### config.mk
export PLATFORM = sky130hd
export DESIGN_NAME = calendar_date_converter
export DESIGN_NICKNAME = d
export VERILOG_FILES = /design/src/design/cdc_pkg.sv /design/src/design/calendar_date_converter.sv
export SDC_FILE = /design/constraint.sdc
export NUM_CORES = 1
export LEC_CHECK = 0
export BUFFER_PORTS_ARGS = -buffer_cell sky130_fd_sc_hd__clkbuf_2
export CAP_MARGIN = 0
export CORE_UTILIZATION = 50
export DETAILED_ROUTE_END_ITERATION = 12
export PLACE_DENSITY_LB_ADDON = 0.1
export SYNTH_ARGS = -nofsm -noshare
export SYNTH_HDL_FRONTEND = slang
export SYNTH_SLANG_ARGS = --single-unit
### constraint.sdc
create_clock -name i_clk -period 8.4 [get_ports i_clk]
set_clock_uncertainty 0.2 [all_clocks]
set_input_delay 0.84 -clock i_clk [delete_from_list [all_inputs] [get_ports i_clk]]
set_output_delay 0.84 -clock i_clk [all_outputs]
set_load 0.005 [all_outputs]
### src/design/cdc_pkg.sv
// Shared constants and calendar tables for the calendar date converter.
package cdc_pkg;

    localparam int YEAR_BITS_DEF = 12;

    localparam int SEQ_BITS   = 9;
    localparam int MONTH_BITS = 4;
    localparam int DAY_BITS   = 5;
    localparam int WEEK_BITS  = 6;
    localparam int WDAY_BITS  = 3;
    localparam int TOTAL_MONTHS = 12;

    localparam int BASE_YEAR = 1900;
    // BASE_YEAR plus the 460 leap years up to 1899: offset of the day count mod 7
    localparam int DAYS_BIAS = 2360;
    localparam int LEAP_YEAR_DAYS   = 366;
    localparam int COMMON_YEAR_DAYS = 365;

    localparam int DIV_25 = 25;
    // floor(x / 25) = (x * DIV25_MUL) >> DIV25_SHIFT, exact for x below 43690
    localparam int DIV25_MUL   = 5243;
    localparam int DIV25_SHIFT = 17;
    localparam int DIV25_BITS  = 13;

    localparam int DAYS_IN_WEEK = 7;
    // floor(x / 7) = (x * DIV7_MUL) >> DIV7_SHIFT, exact for x below 682
    localparam int DIV7_MUL   = 586;
    localparam int DIV7_SHIFT = 12;
    localparam int DIV7_BITS  = 10;
    localparam int FIRST_WEEKEND_DAY = 5;

    function automatic logic [DAY_BITS-1:0] month_len(input logic [MONTH_BITS-1:0] mon,
                                                      input logic leap);
        logic [DAY_BITS-1:0] len;
        unique case (mon)
            4'd1, 4'd3, 4'd5, 4'd7, 4'd8, 4'd10, 4'd12: len = 5'd31;
            4'd4, 4'd6, 4'd9, 4'd11:                    len = 5'd30;
            4'd2:                                       len = leap ? 5'd29 : 5'd28;
            default:                                    len = '0;
        endcase
        return len;
    endfunction

    // Days of the year that come before the first of the month.
    function automatic logic [SEQ_BITS-1:0] days_before(input logic [MONTH_BITS-1:0] mon,
                                                        input logic leap);
        logic [SEQ_BITS-1:0] base;
        unique case (mon)
            4'd1:    base = 9'd0;
            4'd2:    base = 9'd31;
            4'd3:    base = 9'd59;
            4'd4:    base = 9'd90;
            4'd5:    base = 9'd120;
            4'd6:    base = 9'd151;
            4'd7:    base = 9'd181;
            4'd8:    base = 9'd212;
            4'd9:    base = 9'd243;
            4'd10:   base = 9'd273;
            4'd11:   base = 9'd304;
            4'd12:   base = 9'd334;
            default: base = 9'd0;
        endcase
        if (leap && (mon > 4'd2)) begin
            base = base + 9'd1;
        end
        return base;
    endfunction

    // Residue mod 7 by folding octal digits, since 8 is 1 mod 7.
    function automatic logic [WDAY_BITS-1:0] mod7(input logic [32:0] v);
        logic [6:0] s;
        logic [3:0] f;
        logic [3:0] g;
        s = '0;
        for (int i = 0; i < 11; i++) begin
            s = s + 7'(v[3*i +: 3]);
        end
        f = 4'(s[2:0]) + 4'(s[5:3]) + 4'(s[6]);
        g = 4'(f[2:0]) + 4'(f[3]);
        return (g >= 4'(DAYS_IN_WEEK)) ? 3'(g - 4'(DAYS_IN_WEEK)) : g[2:0];
    endfunction

endpackage

### src/design/calendar_date_converter.sv
// Pipelined Gregorian date converter: day of year, month, day, week and weekday.
//
//  channel   | ports                                      | handshake
//  ----------+--------------------------------------------+---------------------------
//  request   | i_command i_year i_month i_day             | start high, busy low
//            | i_day_of_year                              |
//  result    | o_seq_of_year o_out_month o_out_day        | o_done high for one cycle
//            | o_week_of_year o_weekday o_is_weekend      |
//            | o_is_leap o_error                          |
//
// Five register stages: century divides, leap and day count, date conversion
// and weekday of January 1, position in the year, divide by seven.
// One request per cycle; each result passes through all five register stages.
// busy stays low: the pipeline never stalls and the receiver takes each
// result in the cycle that o_done marks it.
// i_rst_n (synchronous) drops every request in flight.
module calendar_date_converter
    import cdc_pkg::*;
#(
    parameter int YEAR_BITS = YEAR_BITS_DEF
) (
    input  logic                  i_clk,
    input  logic                  i_rst_n,
    input  logic                  start,
    output logic                  busy,
    input  logic                  i_command,
    input  logic [YEAR_BITS-1:0]  i_year,
    input  logic [MONTH_BITS-1:0] i_month,
    input  logic [DAY_BITS-1:0]   i_day,
    input  logic [SEQ_BITS-1:0]   i_day_of_year,
    output logic                  o_done,
    output logic [SEQ_BITS-1:0]   o_seq_of_year,
    output logic [MONTH_BITS-1:0] o_out_month,
    output logic [DAY_BITS-1:0]   o_out_day,
    output logic [WEEK_BITS-1:0]  o_week_of_year,
    output logic [WDAY_BITS-1:0]  o_weekday,
    output logic                  o_is_weekend,
    output logic                  o_is_leap,
    output logic                  o_error
);

    localparam int QB     = YEAR_BITS - 2;
    localparam int QB16   = YEAR_BITS - 4;
    localparam int P100_W = QB + DIV25_BITS;
    localparam int P400_W = QB16 + DIV25_BITS;
    localparam int M25_W  = QB + 5;
    localparam int TW     = YEAR_BITS + 1;
    localparam int P7_W   = SEQ_BITS + DIV7_BITS;

    // ---------------- stage 1: divide year by 100 and by 400
    logic [P100_W-1:0] p100;
    logic [P400_W-1:0] p400;

    logic                  r_v1, n_v1;
    logic                  r_cmd1;
    logic [YEAR_BITS-1:0]  r_year1;
    logic [MONTH_BITS-1:0] r_mon1;
    logic [DAY_BITS-1:0]   r_day1;
    logic [SEQ_BITS-1:0]   r_doy1;
    logic [QB-1:0]         r_q100_1, n_q100_1;
    logic [QB-1:0]         r_q400_1, n_q400_1;

    assign busy = 1'b0;
    assign n_v1 = start & ~busy;

    always_comb begin
        p100     = P100_W'(i_year[YEAR_BITS-1:2]) * P100_W'(DIV25_MUL);
        p400     = P400_W'(i_year[YEAR_BITS-1:4]) * P400_W'(DIV25_MUL);
        n_q100_1 = QB'(p100 >> DIV25_SHIFT);
        n_q400_1 = QB'(p400 >> DIV25_SHIFT);
    end

    always_ff @(posedge i_clk) begin
        if (!i_rst_n) begin
            r_v1 <= 1'b0;
        end else begin
            r_v1 <= n_v1;
        end
        r_cmd1   <= i_command;
        r_year1  <= i_year;
        r_mon1   <= i_month;
        r_day1   <= i_day;
        r_doy1   <= i_day_of_year;
        r_q100_1 <= n_q100_1;
        r_q400_1 <= n_q400_1;
    end

    // ---------------- stage 2: leap flag and day count since 1900 (mod 7 later)
    logic [M25_W-1:0] m100;
    logic [M25_W-1:0] m400;
    logic             div4, div100, div400;

    logic                  r_v2;
    logic                  r_cmd2;
    logic [MONTH_BITS-1:0] r_mon2;
    logic [DAY_BITS-1:0]   r_day2;
    logic [SEQ_BITS-1:0]   r_doy2;
    logic                  r_leap2, n_leap2;
    logic [TW-1:0]         r_t2, n_t2;
    logic                  r_pre2, n_pre2;

    always_comb begin
        m100    = M25_W'(r_q100_1) * M25_W'(DIV_25);
        m400    = M25_W'(r_q400_1) * M25_W'(DIV_25);
        div4    = (r_year1[1:0] == 2'b00);
        div100  = div4 && (m100 == M25_W'(r_year1[YEAR_BITS-1:2]));
        div400  = (r_year1[3:0] == 4'b0000) && (m400 == M25_W'(r_year1[YEAR_BITS-1:4]));
        n_leap2 = (div4 && !div100) || div400;
        // leaps through year-1 = y/4 - y/100 + y/400 - leap(y); 365 is 1 mod 7
        n_t2    = TW'(r_year1) + TW'(r_year1[YEAR_BITS-1:2]) + TW'(r_q400_1)
                - TW'(r_q100_1) - TW'(n_leap2) - TW'(DAYS_BIAS);
        n_pre2  = (r_year1 < YEAR_BITS'(BASE_YEAR));
    end

    always_ff @(posedge i_clk) begin
        if (!i_rst_n) begin
            r_v2 <= 1'b0;
        end else begin
            r_v2 <= r_v1;
        end
        r_cmd2  <= r_cmd1;
        r_mon2  <= r_mon1;
        r_day2  <= r_day1;
        r_doy2  <= r_doy1;
        r_leap2 <= n_leap2;
        r_t2    <= n_t2;
        r_pre2  <= n_pre2;
    end

    // ---------------- stage 3: date conversion, checks, weekday of January 1
    logic [DAY_BITS-1:0]   mlen;
    logic [SEQ_BITS-1:0]   ylen;
    logic [MONTH_BITS-1:0] srch_mon;
    logic                  bad_md, bad_doy;

    logic                  r_v3;
    logic                  r_err3, n_err3;
    logic [SEQ_BITS-1:0]   r_seq3, n_seq3;
    logic [MONTH_BITS-1:0] r_mon3, n_mon3;
    logic [DAY_BITS-1:0]   r_day3, n_day3;
    logic                  r_leap3;
    logic [WDAY_BITS-1:0]  r_j1_3, n_j1_3;

    always_comb begin
        mlen    = month_len(r_mon2, r_leap2);
        ylen    = r_leap2 ? SEQ_BITS'(LEAP_YEAR_DAYS) : SEQ_BITS'(COMMON_YEAR_DAYS);
        bad_md  = (r_mon2 == '0) || (r_mon2 > MONTH_BITS'(TOTAL_MONTHS))
               || (r_day2 == '0) || (r_day2 > mlen);
        bad_doy = (r_doy2 == '0) || (r_doy2 > ylen);
        // last month whose first day is not past the requested day wins
        srch_mon = MONTH_BITS'(1);
        for (int i = 1; i < TOTAL_MONTHS; i++) begin
            if (r_doy2 > days_before(MONTH_BITS'(i + 1), r_leap2) + SEQ_BITS'(0)) begin
                srch_mon = MONTH_BITS'(i + 1);
            end
        end
        if (r_cmd2) begin
            n_err3 = bad_doy;
            n_seq3 = r_doy2;
            n_mon3 = srch_mon;
            n_day3 = DAY_BITS'(r_doy2 - days_before(srch_mon, r_leap2));
        end else begin
            n_err3 = bad_md;
            n_seq3 = days_before(r_mon2, r_leap2) + SEQ_BITS'(r_day2);
            n_mon3 = r_mon2;
            n_day3 = r_day2;
        end
        n_j1_3 = r_pre2 ? '0 : mod7(33'(r_t2));
    end

    always_ff @(posedge i_clk) begin
        if (!i_rst_n) begin
            r_v3 <= 1'b0;
        end else begin
            r_v3 <= r_v2;
        end
        r_err3  <= n_err3;
        r_seq3  <= n_seq3;
        r_mon3  <= n_mon3;
        r_day3  <= n_day3;
        r_leap3 <= r_leap2;
        r_j1_3  <= n_j1_3;
    end

    // ---------------- stage 4: position counted from the Monday on or before Jan 1
    logic                  r_v4;
    logic                  r_err4;
    logic [SEQ_BITS-1:0]   r_seq4;
    logic [MONTH_BITS-1:0] r_mon4;
    logic [DAY_BITS-1:0]   r_day4;
    logic                  r_leap4;
    logic [SEQ_BITS-1:0]   r_pos4, n_pos4;

    assign n_pos4 = r_seq3 + SEQ_BITS'(r_j1_3) - SEQ_BITS'(1);

    always_ff @(posedge i_clk) begin
        if (!i_rst_n) begin
            r_v4 <= 1'b0;
        end else begin
            r_v4 <= r_v3;
        end
        r_err4  <= r_err3;
        r_seq4  <= r_seq3;
        r_mon4  <= r_mon3;
        r_day4  <= r_day3;
        r_leap4 <= r_leap3;
        r_pos4  <= n_pos4;
    end

    // ---------------- stage 5: week and weekday, zero the fields on error
    logic [P7_W-1:0]      p7;
    logic [WEEK_BITS-1:0] q7;
    logic [SEQ_BITS-1:0]  rem7;

    logic                  r_done;
    logic [SEQ_BITS-1:0]   r_seq5, n_seq5;
    logic [MONTH_BITS-1:0] r_mon5, n_mon5;
    logic [DAY_BITS-1:0]   r_day5, n_day5;
    logic [WEEK_BITS-1:0]  r_week5, n_week5;
    logic [WDAY_BITS-1:0]  r_wday5, n_wday5;
    logic                  r_wend5, n_wend5;
    logic                  r_leap5, n_leap5;
    logic                  r_err5;

    always_comb begin
        p7   = P7_W'(r_pos4) * P7_W'(DIV7_MUL);
        q7   = WEEK_BITS'(p7 >> DIV7_SHIFT);
        rem7 = r_pos4 - SEQ_BITS'(SEQ_BITS'(q7) * SEQ_BITS'(DAYS_IN_WEEK));
        if (r_err4) begin
            n_seq5  = '0;
            n_mon5  = '0;
            n_day5  = '0;
            n_week5 = '0;
            n_wday5 = '0;
            n_wend5 = 1'b0;
            n_leap5 = 1'b0;
        end else begin
            n_seq5  = r_seq4;
            n_mon5  = r_mon4;
            n_day5  = r_day4;
            n_week5 = q7 + WEEK_BITS'(1);
            n_wday5 = WDAY_BITS'(rem7);
            n_wend5 = (WDAY_BITS'(rem7) >= WDAY_BITS'(FIRST_WEEKEND_DAY));
            n_leap5 = r_leap4;
        end
    end

    always_ff @(posedge i_clk) begin
        if (!i_rst_n) begin
            r_done <= 1'b0;
        end else begin
            r_done <= r_v4;
        end
        r_seq5  <= n_seq5;
        r_mon5  <= n_mon5;
        r_day5  <= n_day5;
        r_week5 <= n_week5;
        r_wday5 <= n_wday5;
        r_wend5 <= n_wend5;
        r_leap5 <= n_leap5;
        r_err5  <= r_err4;
    end

    assign o_done         = r_done;
    assign o_seq_of_year  = r_seq5;
    assign o_out_month    = r_mon5;
    assign o_out_day      = r_day5;
    assign o_week_of_year = r_week5;
    assign o_weekday      = r_wday5;
    assign o_is_weekend   = r_wend5;
    assign o_is_leap      = r_leap5;
    assign o_error        = r_err5;

    // ---------------- checks
    a_latency: assert property (@(posedge i_clk) disable iff (!i_rst_n)
        (start && !busy) |-> ##5 o_done)
        else $error("request did not produce a result five cycles later");

    a_no_phantom: assert property (@(posedge i_clk) disable iff (!i_rst_n)
        o_done |-> $past(start, 5))
        else $error("result without a matching request");

    a_err_zero: assert property (@(posedge i_clk) disable iff (!i_rst_n)
        (o_done && o_error) |-> (o_seq_of_year == '0 && o_out_month == '0
                                 && o_out_day == '0 && !o_is_leap && !o_is_weekend))
        else $error("error result carries nonzero fields");

    a_good_date: assert property (@(posedge i_clk) disable iff (!i_rst_n)
        (o_done && !o_error) |-> (o_out_month != '0 && o_out_month <= 4'd12
                                  && o_out_day != '0 && o_weekday <= 3'd6
                                  && o_week_of_year != '0))
        else $error("valid result out of calendar range");

endmodule

==> flow_metrics.env <==
export IMPL_start_util_pct=51.5
export IMPL_die_area_um2=26000
export IMPL_viasPerCell=5.18
export IMPL_fmax_ghz=0.161
export IMPL_slew_viol_final=0
export IMPL_max_cap_violations=0
export IMPL_place_congestion=0.861
export IMPL_worst_setup_path_type="reg -> reg"
export IMPL_crit_fanout=4
export IMPL_start_kind="flop"
export IMPL_cts_buffer_depth=2
export IMPL_cts_num_sinks=171
export IMPL_cts_hold_buffers=0
export IMPL_clk_pin_slew_worst_paths_ns=0.07
export IMPL_place_hpwl_um=19700
export IMPL_wl_per_cell_um=14.5
export IMPL_cts_tree="built"
export IMPL_cts_root_buf="clkbuf_16"
export IMPL_antenna_found_initial=3
export IMPL_drt_iter0_drc=361
export IMPL_drc=0
export IMPL_syn_to_final_growth_pct=9.78
export IMPL_synth_edf_count=0
export IMPL_design_area_um2=13900
export IMPL_ys_flop_type="dfxtp_1"
export IMPL_rsz0062_at_grt="no"
export IMPL_cp_slowest_cell="fa_1"
export IMPL_async_flop_share_pct=0
export IMPL_io_pins=66
export IMPL_drt_pass1_iterations=5
export IMPL_first_global_vias=9025
export IMPL_num_rows=57
export IMPL_grt_pass1_wl_um=41600
export IMPL_clock_latency_ns=0.43
export IMPL_grt_overflow_total=0
export IMPL_layout_drive_gt1_share_pct=8.73
export IMPL_post_cts_setup_buffer_count=0
export IMPL_cts_buffers=17
export IMPL_synth_seq_cells=171
export IMPL_crit_arrival_ns=6.40
export IMPL_post_route_period_util_pct=74.1
export IMPL_setup_viol=0
export IMPL_place_area_um2=13300
export IMPL_die_w_um=161
export IMPL_ant_nets=0
export IMPL_synth_area_per_cell_um2=10.0
export IMPL_tns_ns=0
export IMPL_hold_ws_ns=0.124
export IMPL_htreeDepth=4
export IMPL_pre_cts_ws_ns=2.16
export IMPL_hold_viol=0
export IMPL_status="finished, final reports clean"
export IMPL_finish_net_count=1698
export IMPL_hold_class="reg -> reg"
export IMPL_wl_um=24100
export IMPL_ys_types=75
export IMPL_max_stage_delay_ns=0.50
export IMPL_synthCells=1261
export IMPL_core_area_um2=24600
export IMPL_chipHeight_um=161
export IMPL_port_buffers=64
export IMPL_grt_max_degree=33
export IMPL_yosysWarnings=0
export IMPL_tightest_slew_ns=1.13
export IMPL_crit_top_cell="fa_1"
export IMPL_syn_cell_area_um2=12700
export IMPL_seq_area_frac_synth_pct=27.0
export IMPL_cts_resized=0
export IMPL_end_kind="flop"
export IMPL_worstPathRequired_ns=8.57
export IMPL_max_slew_margin_rel_pct=24.7
export IMPL_finalCriticalPeriod_ns=6.23
export IMPL_setup_slack_ns=2.17
export IMPL_grtUsageTotal_pct=20.1
export IMPL_syn_nets=1632
export IMPL_vias=8631
==> kinds of logic after synthesis <==
family	count (synthesis)	synth area share [%]
XOR/XNOR	83	5.85
adder cells (fa/ha/maj)	338	38.3
flip-flops	171	27.0
other	1	0.0296
AND/OR/NAND/NOR	202	8.30
AO/OA/AOI/OAI	209	11.3
multiplexers	18	1.61
buffers and inverters	239	7.53
==> cell type report <==
| cell class | instances | area (um2) |
|---|---|---|
| clock buffers | 17 | 425 |
| repair buffers | 65 | 328 |
| inverters | 221 | 830 |
| flip-flops and latches | 171 | 3420 |
| multi-input cells | 851 | 8290 |
| well taps | 324 | 405 |
| clock inverters | 15 | 199 |
| diodes | 2 | 5.00 |
| fillers | 2209 | 10700 |
==> cells in the mapped netlist (14+ instances only) <==
cell type | count | area, um2
xor2_1 | 28 | 245
a21oi_1 | 54 | 270
fa_1 | 84 | 1680
nor2_1 | 40 | 150
ha_1 | 253 | 3170
nand2_1 | 43 | 161
o21ai_0 | 36 | 180
o21bai_1 | 14 | 105
nand3_1 | 14 | 70.1
nor2b_1 | 31 | 194
xnor2_1 | 54 | 473
a21o_1 | 21 | 158
inv_1 | 221 | 830
dfxtp_1 | 171 | 3420
==> stage by stage <==
stage	utilization, %	cells
after global placement	54.0	1632
after CTS	56.5	1664
after global routing	56.5	1664
after floorplan	-	1261
after detailed placement	54.0	1632
final	56.5	1666
==> state kept, by name, summed over array words and instances, names as in the netlist, 9 cells and up, named ones only <==
signal,flops
r_seq3,9
r_pos4,9
r_doy1,9
r_t2,13
r_year1,12
r_doy2,9
r_seq4,9
o_seq_of_year,9
==> routing by layer <==
metal,GRT usage [%],vias to the layer above,wire length [um]
met5,0,-,17
met4,6.30,2,474
met3,3.75,44,853
met2,35.6,151,11700
met1,24.6,4047,11100
li1,-,4387,-
==> worst max-delay path: cells and delay by family, from the launching register on <==
kind | cells | cell delay [ns]
compound gates | 9 | 1.62
xor+xnor | 1 | 0.13
fa+ha+maj | 9 | 3.08
buf+inv | 3 | 0.16
flops | 1 | 0.43
simple gates | 3 | 0.52
==> cell usage in the layout (no fill, tap or decap), types with 5 or more instances in the layout <==
cell	instances
ha_1	253
inv_1	221
dfxtp_1	171
fa_1	84
clkbuf_2	64
a21oi_1	54
xnor2_1	54
nand2_1	43
nor2_1	40
o21ai_0	36
nor2b_1	31
xor2_1	28
a21o_1	21
clkbuf_16	17
o21bai_1	14
nand3_1	14
nand4_1	13
nor3_1	12
o21a_1	11
o211ai_1	9
and2_1	9
nor4_1	9
mux2_2	9
mux2i_1	8
nand2b_1	6
o2111ai_1	5
a31oi_1	5
o31ai_1	5
or3_1	5
inv_8	5
==> final timing paths <==
| kind | startpoint | endpoint | slack (ns) | depth (start not counted) |
|---|---|---|---|---|
| setup / recovery | r_q100_1[1] | r_t2[12] | 2.17 | 25 |
| hold / removal | r_day1[0] | r_day2[0] | 0.12 | 0 |
| setup reg to reg | r_q100_1[1] | r_t2[12] | 2.17 | 25 |
| hold reg to reg | r_day1[0] | r_day2[0] | 0.12 | 0 |
Power is left out: the tool's default activity adds up to more than one toggle a clock period on the data nets, which glitch-free logic cannot reach.
